===== src/rau_pkg.sv =====
`timescale 1ns / 1ps
`default_nettype none
package rau_pkg;
  localparam int unsigned FieldW = 32;
  localparam int unsigned FuncW  = 3;
  localparam logic [FuncW-1:0] FuncAdd = 3'd0;
  localparam logic [FuncW-1:0] FuncSub = 3'd1;
  localparam logic [FuncW-1:0] FuncMul = 3'd2;
  localparam logic [FuncW-1:0] FuncDiv = 3'd3;
endpackage
`default_nettype wire


===== src/rau_if.sv =====
`timescale 1ns / 1ps
`default_nettype none
interface rau_in_if;
  import rau_pkg::*;
  logic              valid;
  logic              ready;
  logic [FuncW-1:0]  func;
  logic [FieldW-1:0] first_num;
  logic [FieldW-1:0] first_den;
  logic [FieldW-1:0] second_num;
  logic [FieldW-1:0] second_den;
  modport source (output valid, func, first_num, first_den, second_num, second_den,
                  input ready);
  modport sink (input valid, func, first_num, first_den, second_num, second_den,
                output ready);
endinterface

interface rau_out_if;
  import rau_pkg::*;
  logic              valid;
  logic              ready;
  logic [FieldW-1:0] res_num;
  logic [FieldW-1:0] res_den;
  logic              zero_den;
  logic              overflow;
  modport source (output valid, res_num, res_den, zero_den, overflow, input ready);
  modport sink (input valid, res_num, res_den, zero_den, overflow, output ready);
endinterface
`default_nettype wire


===== src/rau_mul.sv =====
`timescale 1ns / 1ps
`default_nettype none
// Shift-and-add signed multiplier, one multiplier bit per cycle.
module rau_mul #(
  parameter int unsigned W = 32
) (
  input  wire logic           clk_i,
  input  wire logic           rst_ni,
  input  wire logic           start_i,
  input  wire logic [W-1:0]   a_i,
  input  wire logic [W-1:0]   b_i,
  output logic                done_o,
  output logic [2*W-1:0]      p_o
);
  localparam int unsigned CntW = $clog2(W + 1);
  logic            busy_q;
  logic [CntW-1:0] cnt_q;
  logic [2*W-1:0]  acc_q, mcand_q;
  logic [W-1:0]    mplier_q;
  logic            neg_q;

  // Multiply magnitudes, fix the sign at the end
  always_ff @(posedge clk_i or negedge rst_ni) begin
    if (!rst_ni) begin
      busy_q <= 1'b0;
      done_o <= 1'b0;
      cnt_q  <= '0;
    end else begin
      done_o <= 1'b0;
      if (start_i) begin
        busy_q   <= 1'b1;
        cnt_q    <= '0;
        acc_q    <= '0;
        mcand_q  <= {{W{1'b0}}, (a_i[W-1] ? (~a_i + 1'b1) : a_i)};
        mplier_q <= b_i[W-1] ? (~b_i + 1'b1) : b_i;
        neg_q    <= a_i[W-1] ^ b_i[W-1];
      end else if (busy_q) begin
        if (cnt_q == CntW'(W)) begin
          busy_q <= 1'b0;
          done_o <= 1'b1;
          if (neg_q) acc_q <= ~acc_q + 1'b1;
        end else begin
          if (mplier_q[0]) acc_q <= acc_q + mcand_q;
          mcand_q  <= mcand_q << 1;
          mplier_q <= mplier_q >> 1;
          cnt_q    <= cnt_q + 1'b1;
        end
      end
    end
  end
  assign p_o = acc_q;
endmodule
`default_nettype wire


===== src/rau_div.sv =====
`timescale 1ns / 1ps
`default_nettype none
// Restoring unsigned divider, one quotient bit per cycle.
module rau_div #(
  parameter int unsigned W = 32
) (
  input  wire logic         clk_i,
  input  wire logic         rst_ni,
  input  wire logic         start_i,
  input  wire logic [W-1:0] n_i,
  input  wire logic [W-1:0] d_i,
  output logic              done_o,
  output logic [W-1:0]      q_o,
  output logic [W-1:0]      r_o
);
  localparam int unsigned CntW = $clog2(W + 1);
  logic            busy_q;
  logic [CntW-1:0] cnt_q;
  logic [W-1:0]    q_q, r_q, d_q;
  logic [W:0]      trial;

  assign trial = {r_q, q_q[W-1]} - {1'b0, d_q};

  // Shift one dividend bit into the remainder per cycle
  always_ff @(posedge clk_i or negedge rst_ni) begin
    if (!rst_ni) begin
      busy_q <= 1'b0;
      done_o <= 1'b0;
      cnt_q  <= '0;
    end else begin
      done_o <= 1'b0;
      if (start_i) begin
        busy_q <= 1'b1;
        cnt_q  <= '0;
        q_q    <= n_i;
        r_q    <= '0;
        d_q    <= d_i;
      end else if (busy_q) begin
        if (trial[W]) begin
          r_q <= {r_q[W-2:0], q_q[W-1]};
          q_q <= {q_q[W-2:0], 1'b0};
        end else begin
          r_q <= trial[W-1:0];
          q_q <= {q_q[W-2:0], 1'b1};
        end
        cnt_q <= cnt_q + 1'b1;
        if (cnt_q == CntW'(W - 1)) begin
          busy_q <= 1'b0;
          done_o <= 1'b1;
        end
      end
    end
  end
  assign q_o = q_q;
  assign r_o = r_q;
endmodule
`default_nettype wire


===== src/rational_arithmetic_unit.sv =====
`timescale 1ns / 1ps
`default_nettype none
// The products, the Euclid steps (up to ~1.44*WIDTH of them, typically far fewer) and
// the final divisions run on one bit-serial multiplier and one bit-serial divider,
// shared.
// Throughput: one item at a time; a new item is taken once the result transfers.
// Reset: asynchronous active low, returns to idle and drops output valid.
module rational_arithmetic_unit
  import rau_pkg::*;
#(
  parameter int unsigned WIDTH = 32
) (
  input  wire logic clk_i,
  input  wire logic rst_ni,
  rau_in_if.sink    in_i,
  rau_out_if.source out_o
);
  localparam int unsigned W = WIDTH;
  localparam logic [3:0] StIdle = 4'd0, StM2 = 4'd2, StM3 = 4'd3,
                         StM4 = 4'd4, StSum = 4'd5, StGcd = 4'd6, StDn = 4'd7,
                         StDd = 4'd8, StFix = 4'd9, StOut = 4'd10, StMs = 4'd11;

  logic [3:0]     st_q;
  logic [FuncW-1:0] op_q;
  logic [W-1:0]   an_q, ad_q, bn_q, bd_q, n_q, d_q, p1_q, ga_q, gb_q;
  logic           ovf_q;
  logic           mstart, mdone, dstart, ddone;
  logic [W-1:0]   ma, mb, dn, dd, dq, dr;
  logic [2*W-1:0] mp;
  logic [W-1:0]   mpw;
  logic           mfit;
  logic [W:0]     sum_x;
  logic [W-1:0]   nmag, dmag;

  // Sign-extend or wrap one 32-bit field to WIDTH bits
  function automatic logic [W-1:0] ext(input logic [FieldW-1:0] f);
    logic [W+FieldW-1:0] x;
    x = {{W{f[FieldW-1]}}, f};
    return x[W-1:0];
  endfunction

  rau_mul #(.W(W)) u_mul (.clk_i, .rst_ni, .start_i(mstart), .a_i(ma), .b_i(mb),
                          .done_o(mdone), .p_o(mp));
  rau_div #(.W(W)) u_div (.clk_i, .rst_ni, .start_i(dstart), .n_i(dn), .d_i(dd),
                          .done_o(ddone), .q_o(dq), .r_o(dr));

  assign mpw   = mp[W-1:0];
  assign mfit  = (mp[2*W-1:W-1] == '0) || (mp[2*W-1:W-1] == '1);
  assign nmag  = n_q[W-1] ? (~n_q + 1'b1) : n_q;
  assign dmag  = d_q[W-1] ? (~d_q + 1'b1) : d_q;
  assign sum_x = (op_q == FuncSub) ? ({p1_q[W-1], p1_q} - {n_q[W-1], n_q})
                                   : ({p1_q[W-1], p1_q} + {n_q[W-1], n_q});

  // Operand select for the shared units
  always_comb begin
    ma = an_q;
    mb = bd_q;
    case (st_q)
      StM2:    begin ma = ad_q; mb = (op_q == FuncDiv) ? bn_q : bd_q; end
      StM3:    begin ma = ad_q; mb = bn_q; end
      StMs:    begin ma = an_q; mb = (op_q == FuncMul) ? bn_q : bd_q; end
      default: begin ma = an_q; mb = bd_q; end
    endcase
    dn = ga_q;
    dd = gb_q;
    case (st_q)
      StDn:    begin dn = nmag; dd = ga_q; end
      StDd:    begin dn = dmag; dd = ga_q; end
      default: begin dn = ga_q; dd = gb_q; end
    endcase
  end

  assign in_i.ready  = (st_q == StIdle);
  assign out_o.valid = (st_q == StOut);

  logic go_q;
  assign mstart = go_q && (st_q == StMs || st_q == StM2 || st_q == StM3);
  assign dstart = go_q && (st_q == StGcd || st_q == StDn || st_q == StDd);

  // Sequence products, Euclid steps, divisions and sign fix
  always_ff @(posedge clk_i or negedge rst_ni) begin
    if (!rst_ni) begin
      st_q <= StIdle;
      go_q <= 1'b0;
    end else begin
      go_q <= 1'b0;
      case (st_q)
        StIdle: if (in_i.valid) begin
          op_q  <= in_i.func;
          an_q  <= ext(in_i.first_num);
          ad_q  <= ext(in_i.first_den);
          bn_q  <= ext(in_i.second_num);
          bd_q  <= ext(in_i.second_den);
          ovf_q <= 1'b0;
          go_q  <= 1'b1;
          if (in_i.func <= FuncDiv) st_q <= StMs;
          else begin
            n_q  <= ext(in_i.first_num);
            d_q  <= ext(in_i.first_den);
            st_q <= StM4;
          end
        end
        StMs: if (mdone) begin
          if (!mfit) ovf_q <= 1'b1;
          p1_q <= mpw;
          n_q  <= mpw;
          go_q <= 1'b1;
          st_q <= StM2;
        end
        StM2: if (mdone) begin
          if (!mfit) ovf_q <= 1'b1;
          d_q <= mpw;
          if (op_q == FuncAdd || op_q == FuncSub) begin
            go_q <= 1'b1;
            st_q <= StM3;
          end else st_q <= StM4;
        end
        StM3: if (mdone) begin
          if (!mfit) ovf_q <= 1'b1;
          n_q  <= mpw;
          st_q <= StSum;
        end
        StSum: begin
          if (sum_x[W] != sum_x[W-1]) ovf_q <= 1'b1;
          n_q  <= sum_x[W-1:0];
          st_q <= StM4;
        end
        StM4: begin
          if (d_q == '0) begin
            n_q  <= (n_q == '0) ? '0 : W'(1);
            st_q <= StOut;
          end else begin
            ga_q <= nmag;
            gb_q <= dmag;
            st_q <= StGcd;
            go_q <= (n_q != '0);
            if (n_q == '0) begin
              ga_q <= dmag;
              st_q <= StDn;
              go_q <= 1'b1;
            end
          end
        end
        StGcd: if (ddone) begin
          ga_q <= gb_q;
          gb_q <= dr;
          if (dr == '0) begin
            ga_q <= gb_q;
            st_q <= StDn;
          end
          go_q <= 1'b1;
        end
        StDn: if (ddone) begin
          n_q  <= n_q[W-1] ? (~dq + 1'b1) : dq;
          go_q <= 1'b1;
          st_q <= StDd;
        end
        StDd: if (ddone) begin
          d_q  <= d_q[W-1] ? (~dq + 1'b1) : dq;
          st_q <= StFix;
        end
        StFix: begin
          if (d_q[W-1]) begin
            n_q <= ~n_q + 1'b1;
            d_q <= ~d_q + 1'b1;
            if ((n_q != '0 && n_q == {1'b1, {(W-1){1'b0}}}) ||
                d_q == {1'b1, {(W-1){1'b0}}}) ovf_q <= 1'b1;
          end
          st_q <= StOut;
        end
        StOut: if (out_o.ready) st_q <= StIdle;
        default: st_q <= StIdle;
      endcase
    end
  end

  // Present the low field bits, sign-extended when WIDTH is narrow
  logic [W+FieldW-1:0] on_x, od_x;
  assign on_x = {{FieldW{n_q[W-1]}}, n_q};
  assign od_x = {{FieldW{d_q[W-1]}}, d_q};
  assign out_o.res_num  = on_x[FieldW-1:0];
  assign out_o.res_den  = od_x[FieldW-1:0];
  assign out_o.zero_den = (d_q == '0);
  assign out_o.overflow = ovf_q;
endmodule
`default_nettype wire


===== src/flat_wrapper.sv =====
// flat-port wrapper written by rule: the top's interface ports become plain ports
module rational_arithmetic_unit_flat import rau_pkg::*;
#(
  parameter int unsigned WIDTH = 32
)
  (clk_i, rst_ni, in_i_valid, in_i_func, in_i_first_num, in_i_first_den, in_i_second_num, in_i_second_den, in_i_ready, out_o_valid, out_o_res_num, out_o_res_den, out_o_zero_den, out_o_overflow, out_o_ready);
  rau_in_if in_i_i ();
  rau_out_if out_o_i ();
  input  wire logic clk_i;
  input  wire logic rst_ni;
  input wire logic [$bits(in_i_i.valid)-1:0] in_i_valid;
  input wire logic [$bits(in_i_i.func)-1:0] in_i_func;
  input wire logic [$bits(in_i_i.first_num)-1:0] in_i_first_num;
  input wire logic [$bits(in_i_i.first_den)-1:0] in_i_first_den;
  input wire logic [$bits(in_i_i.second_num)-1:0] in_i_second_num;
  input wire logic [$bits(in_i_i.second_den)-1:0] in_i_second_den;
  output wire logic [$bits(in_i_i.ready)-1:0] in_i_ready;
  output wire logic [$bits(out_o_i.valid)-1:0] out_o_valid;
  output wire logic [$bits(out_o_i.res_num)-1:0] out_o_res_num;
  output wire logic [$bits(out_o_i.res_den)-1:0] out_o_res_den;
  output wire logic [$bits(out_o_i.zero_den)-1:0] out_o_zero_den;
  output wire logic [$bits(out_o_i.overflow)-1:0] out_o_overflow;
  input wire logic [$bits(out_o_i.ready)-1:0] out_o_ready;
  assign in_i_i.valid = in_i_valid;
  assign in_i_i.func = in_i_func;
  assign in_i_i.first_num = in_i_first_num;
  assign in_i_i.first_den = in_i_first_den;
  assign in_i_i.second_num = in_i_second_num;
  assign in_i_i.second_den = in_i_second_den;
  assign in_i_ready = in_i_i.ready;
  assign out_o_valid = out_o_i.valid;
  assign out_o_res_num = out_o_i.res_num;
  assign out_o_res_den = out_o_i.res_den;
  assign out_o_zero_den = out_o_i.zero_den;
  assign out_o_overflow = out_o_i.overflow;
  assign out_o_i.ready = out_o_ready;
  rational_arithmetic_unit #(.WIDTH(WIDTH)) u_core (.clk_i(clk_i), .rst_ni(rst_ni), .in_i(in_i_i), .out_o(out_o_i));
endmodule

===== config.mk =====
export PLATFORM = sky130hd
export DESIGN_NAME = rational_arithmetic_unit_flat
export DESIGN_NICKNAME = d
export VERILOG_FILES = /design/src/rau_pkg.sv /design/src/rau_if.sv /design/src/rau_mul.sv /design/src/rau_div.sv /design/src/rational_arithmetic_unit.sv /design/src/flat_wrapper.sv
export SDC_FILE = /design/constraint.sdc
export NUM_CORES = 2
export LEC_CHECK = 0
export BUFFER_PORTS_ARGS = -buffer_cell sky130_fd_sc_hd__buf_2
export CAP_MARGIN = 0
export CORE_MARGIN = 8
export CORE_UTILIZATION = 30
export DETAILED_ROUTE_END_ITERATION = 6
export GPL_ROUTABILITY_DRIVEN = 0
export PLACE_DENSITY = 0.42
export REMOVE_ABC_BUFFERS = 1
export SLEW_MARGIN = 20
export SYNTH_ARGS = -nofsm -noshare
export SYNTH_HDL_FRONTEND = slang
export SYNTH_SLANG_ARGS = --single-unit

===== constraint.sdc =====
create_clock -name clk_i -period 9.49 [get_ports clk_i]
set_input_delay 0.949 -clock clk_i [delete_from_list [all_inputs] [get_ports clk_i]]
set_output_delay 0.949 -clock clk_i [all_outputs]
set_load 0.005 [all_outputs]

==> results.yml <==
drt:
  vias_per_cell: 5.49
  drc: 0
  via_count: 33633
  ant_nets: 0
  wl_um: 147000
  drtIter0Drc: 3174
  wl_per_cell_um: 24.0
  drtPass1Iterations: 6
pwr:
  ir_worst_vdd_mv: 0.168
  leakage_uw: 0.0164
  p_per_area_nw_per_um2: 378
synth:
  synthArstFlopShare: 0.0368
  synth-xor-area-share: 0.0781
  synth.distinct_cells: 77
  synthFlopType: "edfxtp_1"
  synth_cells: 4258
  synth-compound-area-share: 0.201
  yosys.area_share.adder: 0.0453
  synth_seq_cells: 570
  syn_avg_cell_area_um2: 9.19
  synth_mux_area_frac: 0.0353
  synth_seq_area_share: 0.435
  syn_area_um2: 39100
  synth_top_family_by_area: "compound AO/OA/AOI/OAI gates"
  synth-simple-area-share: 0.170
  synth-edff-count: 549
  ys_warn_count: 0
sta:
  worstMarginPinSlew_ns: 1.13
  finalMaxSlewViolations: 0
  fin_crit_ns: 5.53
  fin_crit_sh: 0.582
  finalSetupViolations: 0
  fin_setup_tns_ns: 0
  rsz0062_at_grt: "no"
  hold_viol: 0
  relSlewSlack: 0.243
  fin_worst_skew_ns: 0.0442
  timing.fmax_mhz: 181
final_layout:
  final_common_cell: "nand2_1"
  drive_gt1_frac: 0.113
  design_area_um2: 44300
  final_core_util: 0.342
  finalNetCount: 4603
  area_growth_syn_to_layout_pct: 13.2
  final_cell_mix: "nand2_1, edfxtp_1, nor2_1"
placement:
  placed_area_um2: 41900
  post-dp-hpwl_um: 108000
  io_buffers: 202
grt:
  antenna_found_initial: 3
  grt_usage: 0.199
  grt_pass1_vias: 32583
  grt_max_degree: 81
  grt_pass1_wl_um: 217000
  grt_overflow: 0
critical_path:
  critPathKind: "reg2out"
  crit_top_cell: "or4_4"
  reg2reg_depth: 20
  worstReg2RegStart: "u_core.out_o.res_num[0]"
  slowest_stage: "or4_1"
  crit_chain: "or4_1 -> or3_1 -> or3_4 -> or4_4 -> or4_4 -> nor4_1 -> nand2_1 -> inv_1 -> buf_2"
  crit_path_start: "u_core.out_o.res_den[8]"
  critPathRequiredTime_ns: 8.54
  start_kind: "flop"
  critPathMaxStageDelay_ns: 0.59
  crit_fanout: 5
  crit_arrival_ns: 4.58
  worstSetupEndpointType: "primary output"
cts:
  cts_buffers: 75
  cts_buffer_depth: 3
  cts_setup_buffers: 0
  path_clk_slew_ns: 0.06
  cts_tree: "built"
  clock_latency_ns: 0.68
  cts_hold_buf: 0
  htreeDepth: 3
  cts.repair.resized: 0
  cts-root-buf: "clkbuf_16"
  cts_sinks: 570
die:
  start_util: 0.302
  placementRows: 132
  die_h_um: 377
  ios: 203
  core_area_um2: 129000
  dieWidth_um: 377
  die_area_um2: 142000
flow_run:
  cap_violations: 0
hold_path:
  hold_path_class: "in2async"
outcome:
  status: "complete, no violations"
worst paths after layout:
path | to | slack (ns)
max in group asynchronous | u_core.u_div.busy_q | 8.03
min reg2reg | u_core.u_div.done_o | 0.47
min in group clk_i | u_core.op_q[1] | 0.45
max | out_o_zero_den | 3.96
max reg2reg | u_core.out_o.res_num[30] | 3.98
min | u_core.u_mul.cnt_q[0] | 0.14
kinds of logic after synthesis:
family | count (synthesis)
and+or+nand+nor | 1441
AOI/OAI and AO/OA | 1264
DFF | 570
buffers and inverters | 362
xor gates and xnor gates | 349
adders and majority gates | 140
muxes | 132
final cells by class:
cell class / instances / area (µm²)
fillers: 13527 / 85200
diodes: 1 / 2.50
flip-flops and latches: 570 / 17000
clock inverters: 37 / 359
multi-input cells: 3326 / 20800
inverters: 87 / 327
well taps: 1742 / 2180
repair buffers: 268 / 1510
clock buffers: 98 / 2060
synth_stat cells, types with 38 or more instances:
| master | instances | area (µm²) |
|---|---|---|
| a21o_1 | 75 | 563 |
| a21oi_1 | 364 | 1820 |
| a221oi_1 | 59 | 517 |
| a31oi_1 | 63 | 394 |
| clkbuf_1 | 239 | 897 |
| edfxtp_1 | 549 | 16500 |
| ha_1 | 137 | 1710 |
| inv_1 | 87 | 327 |
| mux2_2 | 47 | 529 |
| mux2i_1 | 85 | 851 |
| nand2_1 | 556 | 2090 |
| nand2b_1 | 43 | 269 |
| nand3_1 | 76 | 380 |
| nand4_1 | 42 | 263 |
| nor2_1 | 383 | 1440 |
| nor3_1 | 77 | 385 |
| o21a_1 | 43 | 323 |
| o21ai_0 | 352 | 1760 |
| o31ai_1 | 38 | 285 |
| or3_1 | 44 | 275 |
| xnor2_1 | 167 | 1460 |
| xor2_1 | 182 | 1590 |
stage by stage:
step	setup slack [ns]	hold WS [ns]	instances	total power, µW
finish	3.96	0.135	6129	16800
global route	3.54	0.107	6128	18000
CTS	3.77	0.0858	6128	16900
detailed placement	3.84	0.468	5993	13900
global placement	3.86	0.477	5993	13900
floorplan	-0.0419	0.447	3983	10900
state kept, by name, indices dropped and copies added (netlist names), 3 cells and up:
| name | count |
|---|---|
| u_core.u_div.cnt_q | 6 |
| u_core.u_mul.mcand_q | 64 |
| u_core.u_div.r_o | 32 |
| u_core.out_o.res_den | 32 |
| u_core.ad_q | 32 |
| u_core.an_q | 32 |
| u_core.u_mul.p_o | 64 |
| u_core.out_o.res_num | 32 |
| u_core.gb_q | 32 |
| u_core.ga_q | 32 |
| u_core.bn_q | 32 |
| u_core.bd_q | 32 |
| u_core.u_mul.cnt_q | 6 |
| u_core.u_mul.mplier_q | 32 |
| u_core.op_q | 3 |
| u_core.p1_q | 32 |
| u_core.st_q | 4 |
| u_core.u_div.q_o | 32 |
| u_core.u_div.d_q | 32 |
routing by layer:
metal / track usage / up-vias / part of all wire
met5: 0 / - / 0
met4: 0.0529 / 0 / 0.023
met3: 0.0338 / 164 / 0.061
met2: 0.301 / 1002 / 0.43
met1: 0.291 / 16524 / 0.48
li1: - / 15943 / -
worst max-delay path: cells and delay by family, from the launching register on:
| kind | cells | cell delay [ns] |
|---|---|---|
| and+or+nand+nor | 7 | 3.06 |
| buffers and inverters | 2 | 0.38 |
| DFF | 1 | 0.46 |
report_power, final:
group          total, µW  internal (µW)  switching, µW  leakage, µW
combinational       8670           3320           5340      0.00978
sequential          5200           4060           1130      0.00542
clock               2890           1670           1220      0.00118
Note: power is estimated with default switching activity, not from simulation.
